## config.mk

```make
export PLATFORM = sky130hd
export DESIGN_NAME = ips_patch_stream_parser_core
export DESIGN_NICKNAME = d
export VERILOG_FILES = /design/src/hw/rtl/ipsp_pkg.sv /design/src/hw/rtl/ips_patch_stream_parser_core.sv
export SDC_FILE = /design/constraint.sdc
export NUM_CORES = 1
export LEC_CHECK = 0
export BUFFER_PORTS_ARGS = -buffer_cell sky130_fd_sc_hd__buf_2
export CORE_MARGIN = 2
export CORE_UTILIZATION = 40
export CTS_BUF_LIST = sky130_fd_sc_hd__clkbuf_8
export DETAILED_ROUTE_END_ITERATION = 10
export GPL_ROUTABILITY_DRIVEN = 0
export HOLD_SLACK_MARGIN = 0.15
export PLACE_DENSITY_LB_ADDON = 0.25
export SLEW_MARGIN = 20
export SYNTH_ARGS = -nofsm -noshare
export SYNTH_HDL_FRONTEND = slang
export SYNTH_SLANG_ARGS = --single-unit
```

## constraint.sdc

```tcl
create_clock -name clock -period 12.8 [get_ports clock]
set_input_delay 2.56 -clock clock [delete_from_list [all_inputs] [get_ports clock]]
set_output_delay 2.56 -clock clock [all_outputs]
set_load 0.02 [all_outputs]
```

## src/hw/rtl/ipsp_pkg.sv

```systemverilog
// ----------------------------------------------------------------------------
// ipsp_pkg
// Shared types and constants for the IPS patch stream parser.
// ----------------------------------------------------------------------------
package ipsp_pkg;

   localparam int unsigned BYTE_W  = 8;
   localparam int unsigned ADDR_W  = 24;
   localparam int unsigned LEN_W   = 16;
   localparam int unsigned INDEX_W = 3;

   localparam logic [ADDR_W-1:0] END_MARKER = 24'h454F46;

   typedef enum logic [3:0] {
      PH_HEADER     = 4'd0,
      PH_HEADER_BAD = 4'd1,
      PH_ADDR       = 4'd2,
      PH_SIZE       = 4'd3,
      PH_DATA       = 4'd4,
      PH_RUN_LEN    = 4'd5,
      PH_FILL_BYTE  = 4'd6,
      PH_DONE       = 4'd7,
      PH_DEAD       = 4'd8
   } phase_type;

   typedef enum logic [1:0] {
      KIND_WRITE = 2'd0,
      KIND_FILL  = 2'd1,
      KIND_END   = 2'd2,
      KIND_BAD   = 2'd3
   } kind_type;

   localparam logic [INDEX_W-1:0] HEADER_LAST = 3'd4;
   localparam logic [INDEX_W-1:0] ADDR_LAST   = 3'd2;
   localparam logic [INDEX_W-1:0] WORD_LAST   = 3'd1;

   // Expected header byte at each position of the text "PATCH".
   function automatic logic [BYTE_W-1:0] header_byte(input logic [INDEX_W-1:0] index);
      logic [BYTE_W-1:0] result;
      case (index)
         3'd0: begin
            result = 8'h50;
         end
         3'd1: begin
            result = 8'h41;
         end
         3'd2: begin
            result = 8'h54;
         end
         3'd3: begin
            result = 8'h43;
         end
         3'd4: begin
            result = 8'h48;
         end
         default: begin
            result = 8'h00;
         end
      endcase
      return result;
   endfunction

endpackage

```

## src/hw/rtl/ips_patch_stream_parser_core.sv

```systemverilog
// ----------------------------------------------------------------------------
// ips_patch_stream_parser_core
// Parses an IPS patch byte stream into write, fill, end and bad-header results.
// ----------------------------------------------------------------------------
//
//   Channel   Direction   Handshake             Payload
//   req_      in          req_valid/req_stall   req_patch_byte
//   rsp_      out         rsp_valid/rsp_stall   rsp_kind, rsp_target_address,
//                                               rsp_run_length, rsp_byte_value
//
// One request is taken every cycle unless req_stall holds it; a request that produces a
// result presents it in the next cycle. The parser state and the result register are
// updated by the same edge. Reset is synchronous and clears the parser state and the
// result valid flag. A request is stalled only while a result is waiting and is itself stalled.
//
module ips_patch_stream_parser_core (
   input  logic                         clock,
   input  logic                         reset,
   input  logic                         req_valid,
   output logic                         req_stall,
   input  logic [ipsp_pkg::BYTE_W-1:0]  req_patch_byte,
   output logic                         rsp_valid,
   input  logic                         rsp_stall,
   output logic [1:0]                   rsp_kind,
   output logic [ipsp_pkg::ADDR_W-1:0]  rsp_target_address,
   output logic [ipsp_pkg::LEN_W-1:0]   rsp_run_length,
   output logic [ipsp_pkg::BYTE_W-1:0]  rsp_byte_value
);

   ipsp_pkg::phase_type               phase_ff, phase_in;
   logic [ipsp_pkg::INDEX_W-1:0]      index_ff, index_in;
   logic [ipsp_pkg::ADDR_W-1:0]       address_ff, address_in;
   logic [ipsp_pkg::LEN_W-1:0]        remaining_ff, remaining_in;

   logic                              rsp_valid_ff, rsp_valid_in;
   ipsp_pkg::kind_type                kind_ff, kind_in;
   logic [ipsp_pkg::ADDR_W-1:0]       target_ff, target_in;
   logic [ipsp_pkg::LEN_W-1:0]        length_ff, length_in;
   logic [ipsp_pkg::BYTE_W-1:0]       value_ff, value_in;

   logic                              accept;
   logic                              emit;
   logic                              header_bad;
   logic [ipsp_pkg::ADDR_W-1:0]       address_shift;
   logic [ipsp_pkg::LEN_W-1:0]        remaining_shift;

   assign req_stall = rsp_valid_ff & rsp_stall;
   assign accept    = req_valid & ~req_stall;

   assign header_bad      = (req_patch_byte != ipsp_pkg::header_byte(index_ff))
                            || (phase_ff == ipsp_pkg::PH_HEADER_BAD);
   assign address_shift   = {address_ff[ipsp_pkg::ADDR_W-ipsp_pkg::BYTE_W-1:0], req_patch_byte};
   assign remaining_shift = {remaining_ff[ipsp_pkg::LEN_W-ipsp_pkg::BYTE_W-1:0], req_patch_byte};

   // Next parser state.
   always_comb begin
      phase_in     = phase_ff;
      index_in     = index_ff;
      address_in   = address_ff;
      remaining_in = remaining_ff;
      if (accept) begin
         case (phase_ff)
            ipsp_pkg::PH_HEADER, ipsp_pkg::PH_HEADER_BAD: begin
               if (index_ff == ipsp_pkg::HEADER_LAST) begin
                  index_in = '0;
                  if (header_bad) begin
                     phase_in = ipsp_pkg::PH_DEAD;
                  end else begin
                     phase_in   = ipsp_pkg::PH_ADDR;
                     address_in = '0;
                  end
               end else begin
                  index_in = index_ff + 3'd1;
                  phase_in = header_bad ? ipsp_pkg::PH_HEADER_BAD : ipsp_pkg::PH_HEADER;
               end
            end
            ipsp_pkg::PH_ADDR: begin
               address_in = address_shift;
               if (index_ff == ipsp_pkg::ADDR_LAST) begin
                  index_in = '0;
                  if (address_shift == ipsp_pkg::END_MARKER) begin
                     phase_in = ipsp_pkg::PH_DONE;
                  end else begin
                     phase_in     = ipsp_pkg::PH_SIZE;
                     remaining_in = '0;
                  end
               end else begin
                  index_in = index_ff + 3'd1;
               end
            end
            ipsp_pkg::PH_SIZE: begin
               remaining_in = remaining_shift;
               if (index_ff == ipsp_pkg::WORD_LAST) begin
                  index_in = '0;
                  phase_in = (remaining_shift == '0) ? ipsp_pkg::PH_RUN_LEN
                                                     : ipsp_pkg::PH_DATA;
               end else begin
                  index_in = index_ff + 3'd1;
               end
            end
            ipsp_pkg::PH_DATA: begin
               address_in   = address_ff + 24'd1;
               remaining_in = remaining_ff - 16'd1;
               if (remaining_ff == 16'd1) begin
                  phase_in   = ipsp_pkg::PH_ADDR;
                  address_in = '0;
                  index_in   = '0;
               end
            end
            ipsp_pkg::PH_RUN_LEN: begin
               remaining_in = remaining_shift;
               if (index_ff == ipsp_pkg::WORD_LAST) begin
                  index_in = '0;
                  phase_in = ipsp_pkg::PH_FILL_BYTE;
               end else begin
                  index_in = index_ff + 3'd1;
               end
            end
            ipsp_pkg::PH_FILL_BYTE: begin
               phase_in     = ipsp_pkg::PH_ADDR;
               index_in     = '0;
               address_in   = '0;
               remaining_in = '0;
            end
            default: begin
            end
         endcase
      end
   end

   // Result produced by the accepted request.
   always_comb begin
      emit      = 1'b0;
      kind_in   = ipsp_pkg::KIND_WRITE;
      target_in = '0;
      length_in = '0;
      value_in  = '0;
      case (phase_ff)
         ipsp_pkg::PH_HEADER, ipsp_pkg::PH_HEADER_BAD: begin
            if ((index_ff == ipsp_pkg::HEADER_LAST) && header_bad) begin
               emit    = 1'b1;
               kind_in = ipsp_pkg::KIND_BAD;
            end
         end
         ipsp_pkg::PH_ADDR: begin
            if ((index_ff == ipsp_pkg::ADDR_LAST) && (address_shift == ipsp_pkg::END_MARKER)) begin
               emit    = 1'b1;
               kind_in = ipsp_pkg::KIND_END;
            end
         end
         ipsp_pkg::PH_DATA: begin
            emit      = 1'b1;
            kind_in   = ipsp_pkg::KIND_WRITE;
            target_in = address_ff;
            length_in = 16'd1;
            value_in  = req_patch_byte;
         end
         ipsp_pkg::PH_FILL_BYTE: begin
            emit      = (remaining_ff != '0);
            kind_in   = ipsp_pkg::KIND_FILL;
            target_in = address_ff;
            length_in = remaining_ff;
            value_in  = req_patch_byte;
         end
         default: begin
         end
      endcase
   end

   assign rsp_valid_in = (accept && emit) || (rsp_valid_ff && rsp_stall);

   always_ff @(posedge clock) begin
      if (reset) begin
         phase_ff     <= ipsp_pkg::PH_HEADER;
         index_ff     <= '0;
         address_ff   <= '0;
         remaining_ff <= '0;
         rsp_valid_ff <= 1'b0;
      end else begin
         phase_ff     <= phase_in;
         index_ff     <= index_in;
         address_ff   <= address_in;
         remaining_ff <= remaining_in;
         rsp_valid_ff <= rsp_valid_in;
      end
   end

   always_ff @(posedge clock) begin
      if (accept && emit) begin
         kind_ff   <= kind_in;
         target_ff <= target_in;
         length_ff <= length_in;
         value_ff  <= value_in;
      end
   end

   assign rsp_valid          = rsp_valid_ff;
   assign rsp_kind           = kind_ff;
   assign rsp_target_address = target_ff;
   assign rsp_run_length     = length_ff;
   assign rsp_byte_value     = value_ff;

   a_reset_clears_result: assert property (@(posedge clock)
      reset |=> !rsp_valid)
      else $error("result valid after reset");

   a_write_is_single: assert property (@(posedge clock) disable iff (reset)
      (rsp_valid && (rsp_kind == ipsp_pkg::KIND_WRITE)) |-> (rsp_run_length == 16'd1))
      else $error("write result with run length other than one");

   a_fill_not_empty: assert property (@(posedge clock) disable iff (reset)
      (rsp_valid && (rsp_kind == ipsp_pkg::KIND_FILL)) |-> (rsp_run_length != '0))
      else $error("empty fill result");

   a_terminal_stays: assert property (@(posedge clock) disable iff (reset)
      ((phase_ff == ipsp_pkg::PH_DONE) || (phase_ff == ipsp_pkg::PH_DEAD))
      |=> $stable(phase_ff))
      else $error("parser left a terminal phase");

   a_status_fields_zero: assert property (@(posedge clock) disable iff (reset)
      (rsp_valid && ((rsp_kind == ipsp_pkg::KIND_END) || (rsp_kind == ipsp_pkg::KIND_BAD)))
      |-> ((rsp_target_address == '0) && (rsp_run_length == '0) && (rsp_byte_value == '0)))
      else $error("status result carries nonzero fields");

endmodule

```

==> run_results.csv, run 1 <==
group,metric,value,unit
run_status,outcome,"finished, final reports clean",
place,place_ws,7.32,ns
clocking,worstSkewPairLatency,0.38,ns
synth,synth_fp_nets,590,
clocking,post_cts_resized,0,
global_route,antenna_found_initial,1,
synth,synthArstFlopShare,0,
clocking,clockBufferDepth,2,
sta,setup_tns,0,ns
clocking,path_clk_slew,0.09,ns
hold_path,hold_class,"flip-flop to flip-flop",
synth,ys_warn_count,0,
sta,setup_viol,0,
power,leakage,2.13,nW
sta,rsz0062_at_grt,"no",
worst_setup_path,reg2reg_setup_slack,9.00,ns
finish,area_growth,12.4,%
flow_run,maxCapViolCount,0,
synth,ys_seq_area_frac,0.477,
finish,fin_nets,633,
global_route,grt_usage,0.196,
global_route,grt_max_degree,49,
floorplanning,num_rows,41,
synth,ys_types,61,
clocking,cts_sinks,98,
drt,drtAntennaViolNets,0,
floorplanning,dieArea,0.0138,mm²
place,io_buffers,63,
finish,diodes,0,
worst_setup_path,crit_path_end_kind,"primary output",
worst_setup_path,cp.arrival,2.92,ns
worst_setup_path,r2r-end,"rsp_run_length[9]$_DFFE_PP_",
worst_setup_path,r2r_start,"phase_ff[1]$_SDFFE_PP0P_",
sta,fin_crit,5.48,ns
drt,num_vias,4542,
drt,drc_errors,0,
power,p_per_area,153,mW/mm²
sta,worst_pin_slew,0.964,ns
sta,slew_viol_final,0,
sta,fin_ws,7.32,ns
worst_setup_path,worst_r2r_path_depth,7,
drt,first_pass_iters,5,
drt,avgRoutedWirePerCell,17.0,µm
place,place_area,0.00562,mm²
global_route,first_global_vias,4256,
global_route,grt_overflow,0,
clocking,h-tree-depth,3,
synth,synth_seq_cells,98,
floorplanning,core,0.0126,mm²
finish,final_layout_size_suffix_gt1_frac,0.168,
finish,nFillCells,1261,
sta,fin_skew,0.0105,ns
clocking,postCtsHoldBufs,0,
power,p_total,888,µW
sta,fin_crit_sh,0.428,
drt,drt-total-wl,13400,µm
worst_setup_path,startpoint_type,"input pin",
global_route,grt_pass1_wl,22100,µm
clocking,cts_root_buffer,"clkbuf_8",
synth,ys_dominant_reg_cell,"edfxtp_1",
worst_setup_path,worst-setup-path-type,"input pin to primary output",
drt,avgViaCountPerCell,5.75,
clocking,cts_made_buffers,9,
floorplanning,start_util,0.409,
sta,hold_viol,0,
place,dp_hpwl,8990,µm
floorplanning,die_y,118,µm
finish,final_cell_area,0.00580,mm²
worst_setup_path,startpoint,"rsp_stall",
synth,synth.cell_area,0.00516,mm²
synth,syn_inst,570,
synth,synth_edf_count,50,
synth,avgSynthCellArea,9.05,µm²
power,ir_worst_vdd,0.0000606,V
sta,slew_headroom,0.358,
worst_setup_path,critPathMaxFanout,2,
worst_setup_path,setup.worst_path.end,"req_stall",
clocking,cts_setup_buffers,0,
clocking,cts_tree,"built",
worst_setup_path,required,10.24,ns
floorplanning,io_pins,64,
floorplanning,die_w,118,µm
sta,fmax,0.182,GHz
drt,drt-initial-drc-count,468,
-- layout by cell type (no fill, tap or decap), types with 10 or more instances in the layout --
master / Yosys / final
and2_1: 38 / 38
buf_2: 8 / 63
inv_1: 13 / 14
and3_1: 23 / 23
a211oi_1: 10 / 10
nand2_1: 73 / 73
clkbuf_8: 0 / 11
dfxtp_1: 48 / 48
nor3_1: 16 / 16
o21ai_0: 35 / 35
a21oi_1: 38 / 38
edfxtp_1: 50 / 50
nor2_1: 50 / 50
nand3_1: 13 / 13
-- synthesized netlist by cell type (9+ instances only) --
master / instances / area (µm²)
nor3_1: 16 / 80.1
a211oi_1: 10 / 75.1
and3_1: 23 / 144
dfxtp_1: 48 / 961
edfxtp_1: 50 / 1500
nor2_1: 50 / 188
nand3_1: 13 / 65.1
a21oi_1: 38 / 190
nand2_1: 73 / 274
a22oi_1: 9 / 67.6
clkbuf_1: 28 / 105
and2_1: 38 / 238
o21ai_0: 35 / 175
inv_1: 13 / 48.8
a221oi_1: 9 / 78.8
-- sequential cells by signal, indices dropped and copies added (netlist names) --
name                cells
remaining_ff           16
rsp_target_address     24
rsp_run_length         16
rsp_valid               1
index_ff                3
rsp_byte_value          8
phase_ff                4
rsp_kind                2
address_ff             24
-- stage by stage --
stage,hold WS [ns],cells,util
final,0.503,790,0.459
after global routing,0.536,790,0.459
after CTS,0.505,790,0.459
after detailed placement,0.492,774,0.445
after global placement,0.485,774,0.445
after floorplan,0.458,570,-
-- metal layers --
metal | share of wire | vias to the layer above | track usage
met1 | 0.47 | 2143 | 0.280
li1 | - | 2164 | -
met3 | 0.074 | 27 | 0.0407
met5 | 0 | - | 0
met4 | 0.021 | 0 | 0.0753
met2 | 0.44 | 208 | 0.292
-- layout make-up --
cell class                 instances  area [µm²]  area share
inverter                          13        48.8     0.00842
sequential                        98        2460       0.425
timing repair buffer              70         368      0.0634
tap                              172         215      0.0371
clock buffer                      11         151      0.0261
multi-input combinational        421        2520       0.435
clock inverter                     5        30.0     0.00518
-- worst max-delay path, cell delays in order --
cell and delay, ns:
buf_2 0.09, nand2_1 0.06, inv_1 0.05, buf_2 0.15
-- report_power, final --
part | switching, mW | leakage, nW | internal [mW] | total (mW)
clock | 0.108 | 0.0981 | 0.0804 | 0.188
sequential | 0.0363 | 0.842 | 0.363 | 0.399
combinational | 0.199 | 1.19 | 0.102 | 0.301
-- cells by family (layout without fill, tap and decap cells) --
family / after synthesis / in the layout / share of synthesized area
buf+inv: 51 / 99 / 0.0398
compound gates: 138 / 138 / 0.172
flops: 98 / 98 / 0.477
simple gates: 266 / 266 / 0.276
xor+xnor: 7 / 7 / 0.0119
fa+ha+maj: 8 / 8 / 0.0194
mux: 2 / 2 / 0.00388
-- worst min-delay path by stage --
| stage | from | to | slack (ns) | cells after the start |
|---|---|---|---|---|
| 6_report | address_ff[23]$_SDFFE_PP0P_ | address_ff[23]$_SDFFE_PP0P_ | 0.50 | 2 |
| 5_1_grt | address_ff[23]$_SDFFE_PP0P_ | address_ff[23]$_SDFFE_PP0P_ | 0.54 | 2 |
| 4_1_cts | address_ff[23]$_SDFFE_PP0P_ | address_ff[23]$_SDFFE_PP0P_ | 0.51 | 2 |
| 3_5_place_dp | address_ff[23]$_SDFFE_PP0P_ | address_ff[23]$_SDFFE_PP0P_ | 0.49 | 2 |
| 3_3_place_gp | address_ff[23]$_SDFFE_PP0P_ | address_ff[23]$_SDFFE_PP0P_ | 0.48 | 2 |
| 2_1_floorplan | address_ff[23]$_SDFFE_PP0P_ | address_ff[23]$_SDFFE_PP0P_ | 0.46 | 2 |
(Power assumes the default switching activity.)
==> inputs of run 2 (changes only) <==
==> constraint.sdc (replaced) <==
create_clock -name clock -period 5.45 [get_ports clock]
set_input_delay 1.09 -clock clock [delete_from_list [all_inputs] [get_ports clock]]
set_output_delay 1.09 -clock clock [all_outputs]
set_load 0.02 [all_outputs]
==> run 2 against run 1 <==
Against the previous run: clock skew increased by 0.0028 ns; die area stayed put; cell count up 0.13%; critical path depth increased by 3; register-to-register slack lost 7.1 ns; via count down 0.55%; first-iteration DRC count rose by 1.3%; routed wire length shrank 0.67%; flip-flop and latch count unchanged; highest routed layer unchanged.
==> run_results.csv, run 2 (synthesis gave the netlist of run 1 again) <==
group,metric,value,unit
clocking,clockBufferDepth,2,
drt,avgRoutedWirePerCell,16.9,µm
drt,met1_length,6310,µm
drt,wl_met2,5980,µm
run_status,outcome,"finished, final reports clean",
drt,drt-total-wl,13400,µm
power,leakage,2.12,nW
worst_setup_path,worst-setup-path-type,"flip-flop to flip-flop",
clocking,cts_tree,"built",
finish,layout_common_cells,"nand2_1, buf_2, nor2_1, edfxtp_1, dfxtp_1",
floorplanning,dieArea,0.0138,mm²
worst_setup_path,crit_path_end_kind,"flip-flop",
sta,setup_tns,0,ns
worst_setup_path,required,5.51,ns
floorplanning,core,0.0126,mm²
global_route,grt_overflow,0,
worst_setup_path,critPathMaxFanout,27,
finish,fin_cells,791,
finish,regArea,0.00246,mm²
finish,final_layout_size_suffix_gt1_frac,0.173,
drt,drt-initial-drc-count,474,
clocking,post_cts_resized,0,
drt,first_pass_iters,5,
place,io_buffers,63,
global_route,first_global_vias,4121,
sta,fmax,0.285,GHz
floorplanning,die_y,118,µm
floorplanning,num_rows,41,
clocking,cts_setup_buffers,0,
sta,slew_viol_final,0,
floorplanning,io_pins,64,
place,dp_hpwl,8880,µm
sta,fin_crit_sh,0.645,
finish,multiInputGateArea,0.00252,mm²
floorplanning,start_util,0.409,
clocking,postCtsHoldBufs,0,
drt,met3WireLength,847,µm
sta,hold_viol,0,
place,dp_cells,775,
floorplanning,die_w,118,µm
sta,rsz0062_at_grt,"no",
clocking,cts_sinks,98,
clocking,cts_made_buffers,9,
sta,worst_pin_slew,0.974,ns
drt,drc_errors,0,
sta,fin_crit,3.51,ns
worst_setup_path,startpoint_type,"flip-flop",
drt,drtAntennaViolNets,0,
global_route,antenna_found_initial,0,
global_route,grt_usage,0.193,
global_route,grt_max_degree,51,
finish,area_growth,12.6,%
finish,nFillCells,1232,
worst_setup_path,cp.arrival,3.58,ns
finish,fin_nets,634,
sta,setup_viol,0,
hold_path,hold_class,"flip-flop to flip-flop",
global_route,grt_pass1_wl,21700,µm
power,p_per_area,361,mW/mm²
drt,top_layer,"met4",
drt,avgViaCountPerCell,5.71,
flow_run,maxCapViolCount,0,
clocking,worstSkewPairLatency,0.39,ns
sta,fin_skew,0.0134,ns
clocking,cts_root_buffer,"clkbuf_8",
sta,slew_headroom,0.351,
finish,diodes,0,
clocking,path_clk_slew,0.10,ns
drt,num_vias,4517,
power,ir_worst_vdd,0.000126,V
clocking,h-tree-depth,3,
finish,layout_commonest_cell,"nand2_1",
run 2: cell types whose count changed in the layout (fill, tap and decap cells not counted), sizes merged:
cell	delta
inv	+3
clkinvlp	+2
clkinv	-3
clkbuf	-2
buf	+1
run 2: final timing paths:
kind	end	from	slack, ns	depth (start not counted)
hold reg to reg	address_ff[23]$_SDFFE_PP0P_	address_ff[23]$_SDFFE_PP0P_	0.50	2
setup / recovery	rsp_target_address[9]$_SDFFCE_PP0P_	phase_ff[1]$_SDFFE_PP0P_	1.94	7
hold / removal	address_ff[23]$_SDFFE_PP0P_	address_ff[23]$_SDFFE_PP0P_	0.50	2
setup reg to reg	rsp_target_address[9]$_SDFFCE_PP0P_	phase_ff[1]$_SDFFE_PP0P_	1.94	7
run 2: stage by stage:
stage	util	worst slack, ns	hold slack, ns	cell area, µm²	power (mW)
after global routing	0.460	1.65	0.538	5810	2.22
after detailed placement	0.446	1.89	0.492	5620	1.65
final	0.460	1.94	0.504	5810	2.10
after global placement	0.446	1.96	0.483	5620	1.64
after CTS	0.460	1.94	0.505	5810	2.11
after floorplan	-	0.309	0.458	5160	1.46
run 2: layout make-up:
cell class	count	share of cell area
Clock buffer	9	0.0213
Clock inverter	7	0.0106
Inverter	13	0.00840
Multi-Input combinational cell	421	0.434
Sequential cell	98	0.424
Tap cell	172	0.0370
Timing Repair Buffer	71	0.0646
run 2: metal layers:
metal | vias up | track usage
met5 | - | 0
met4 | 0 | 0.0738
met3 | 17 | 0.0397
met2 | 173 | 0.288
met1 | 2160 | 0.277
li1 | 2167 | -
run 2: report_power, final:
part           leakage, nW  switching (mW)  internal [mW]  total, mW
clock network       0.0888           0.283          0.175      0.457
registers            0.842          0.0861          0.852      0.938
logic                 1.19           0.462          0.242      0.704
total                 2.12           0.831           1.27       2.10
run 2: worst max-delay path, stage by stage (launching register included):
cell and delay (ns):
dfxtp_1 0.86, nor4b_4 0.32, buf_4 0.32, nand2_1 0.17, nor4_2 0.42, nand2_1 0.20
a31oi_4 0.46, buf_4 0.41
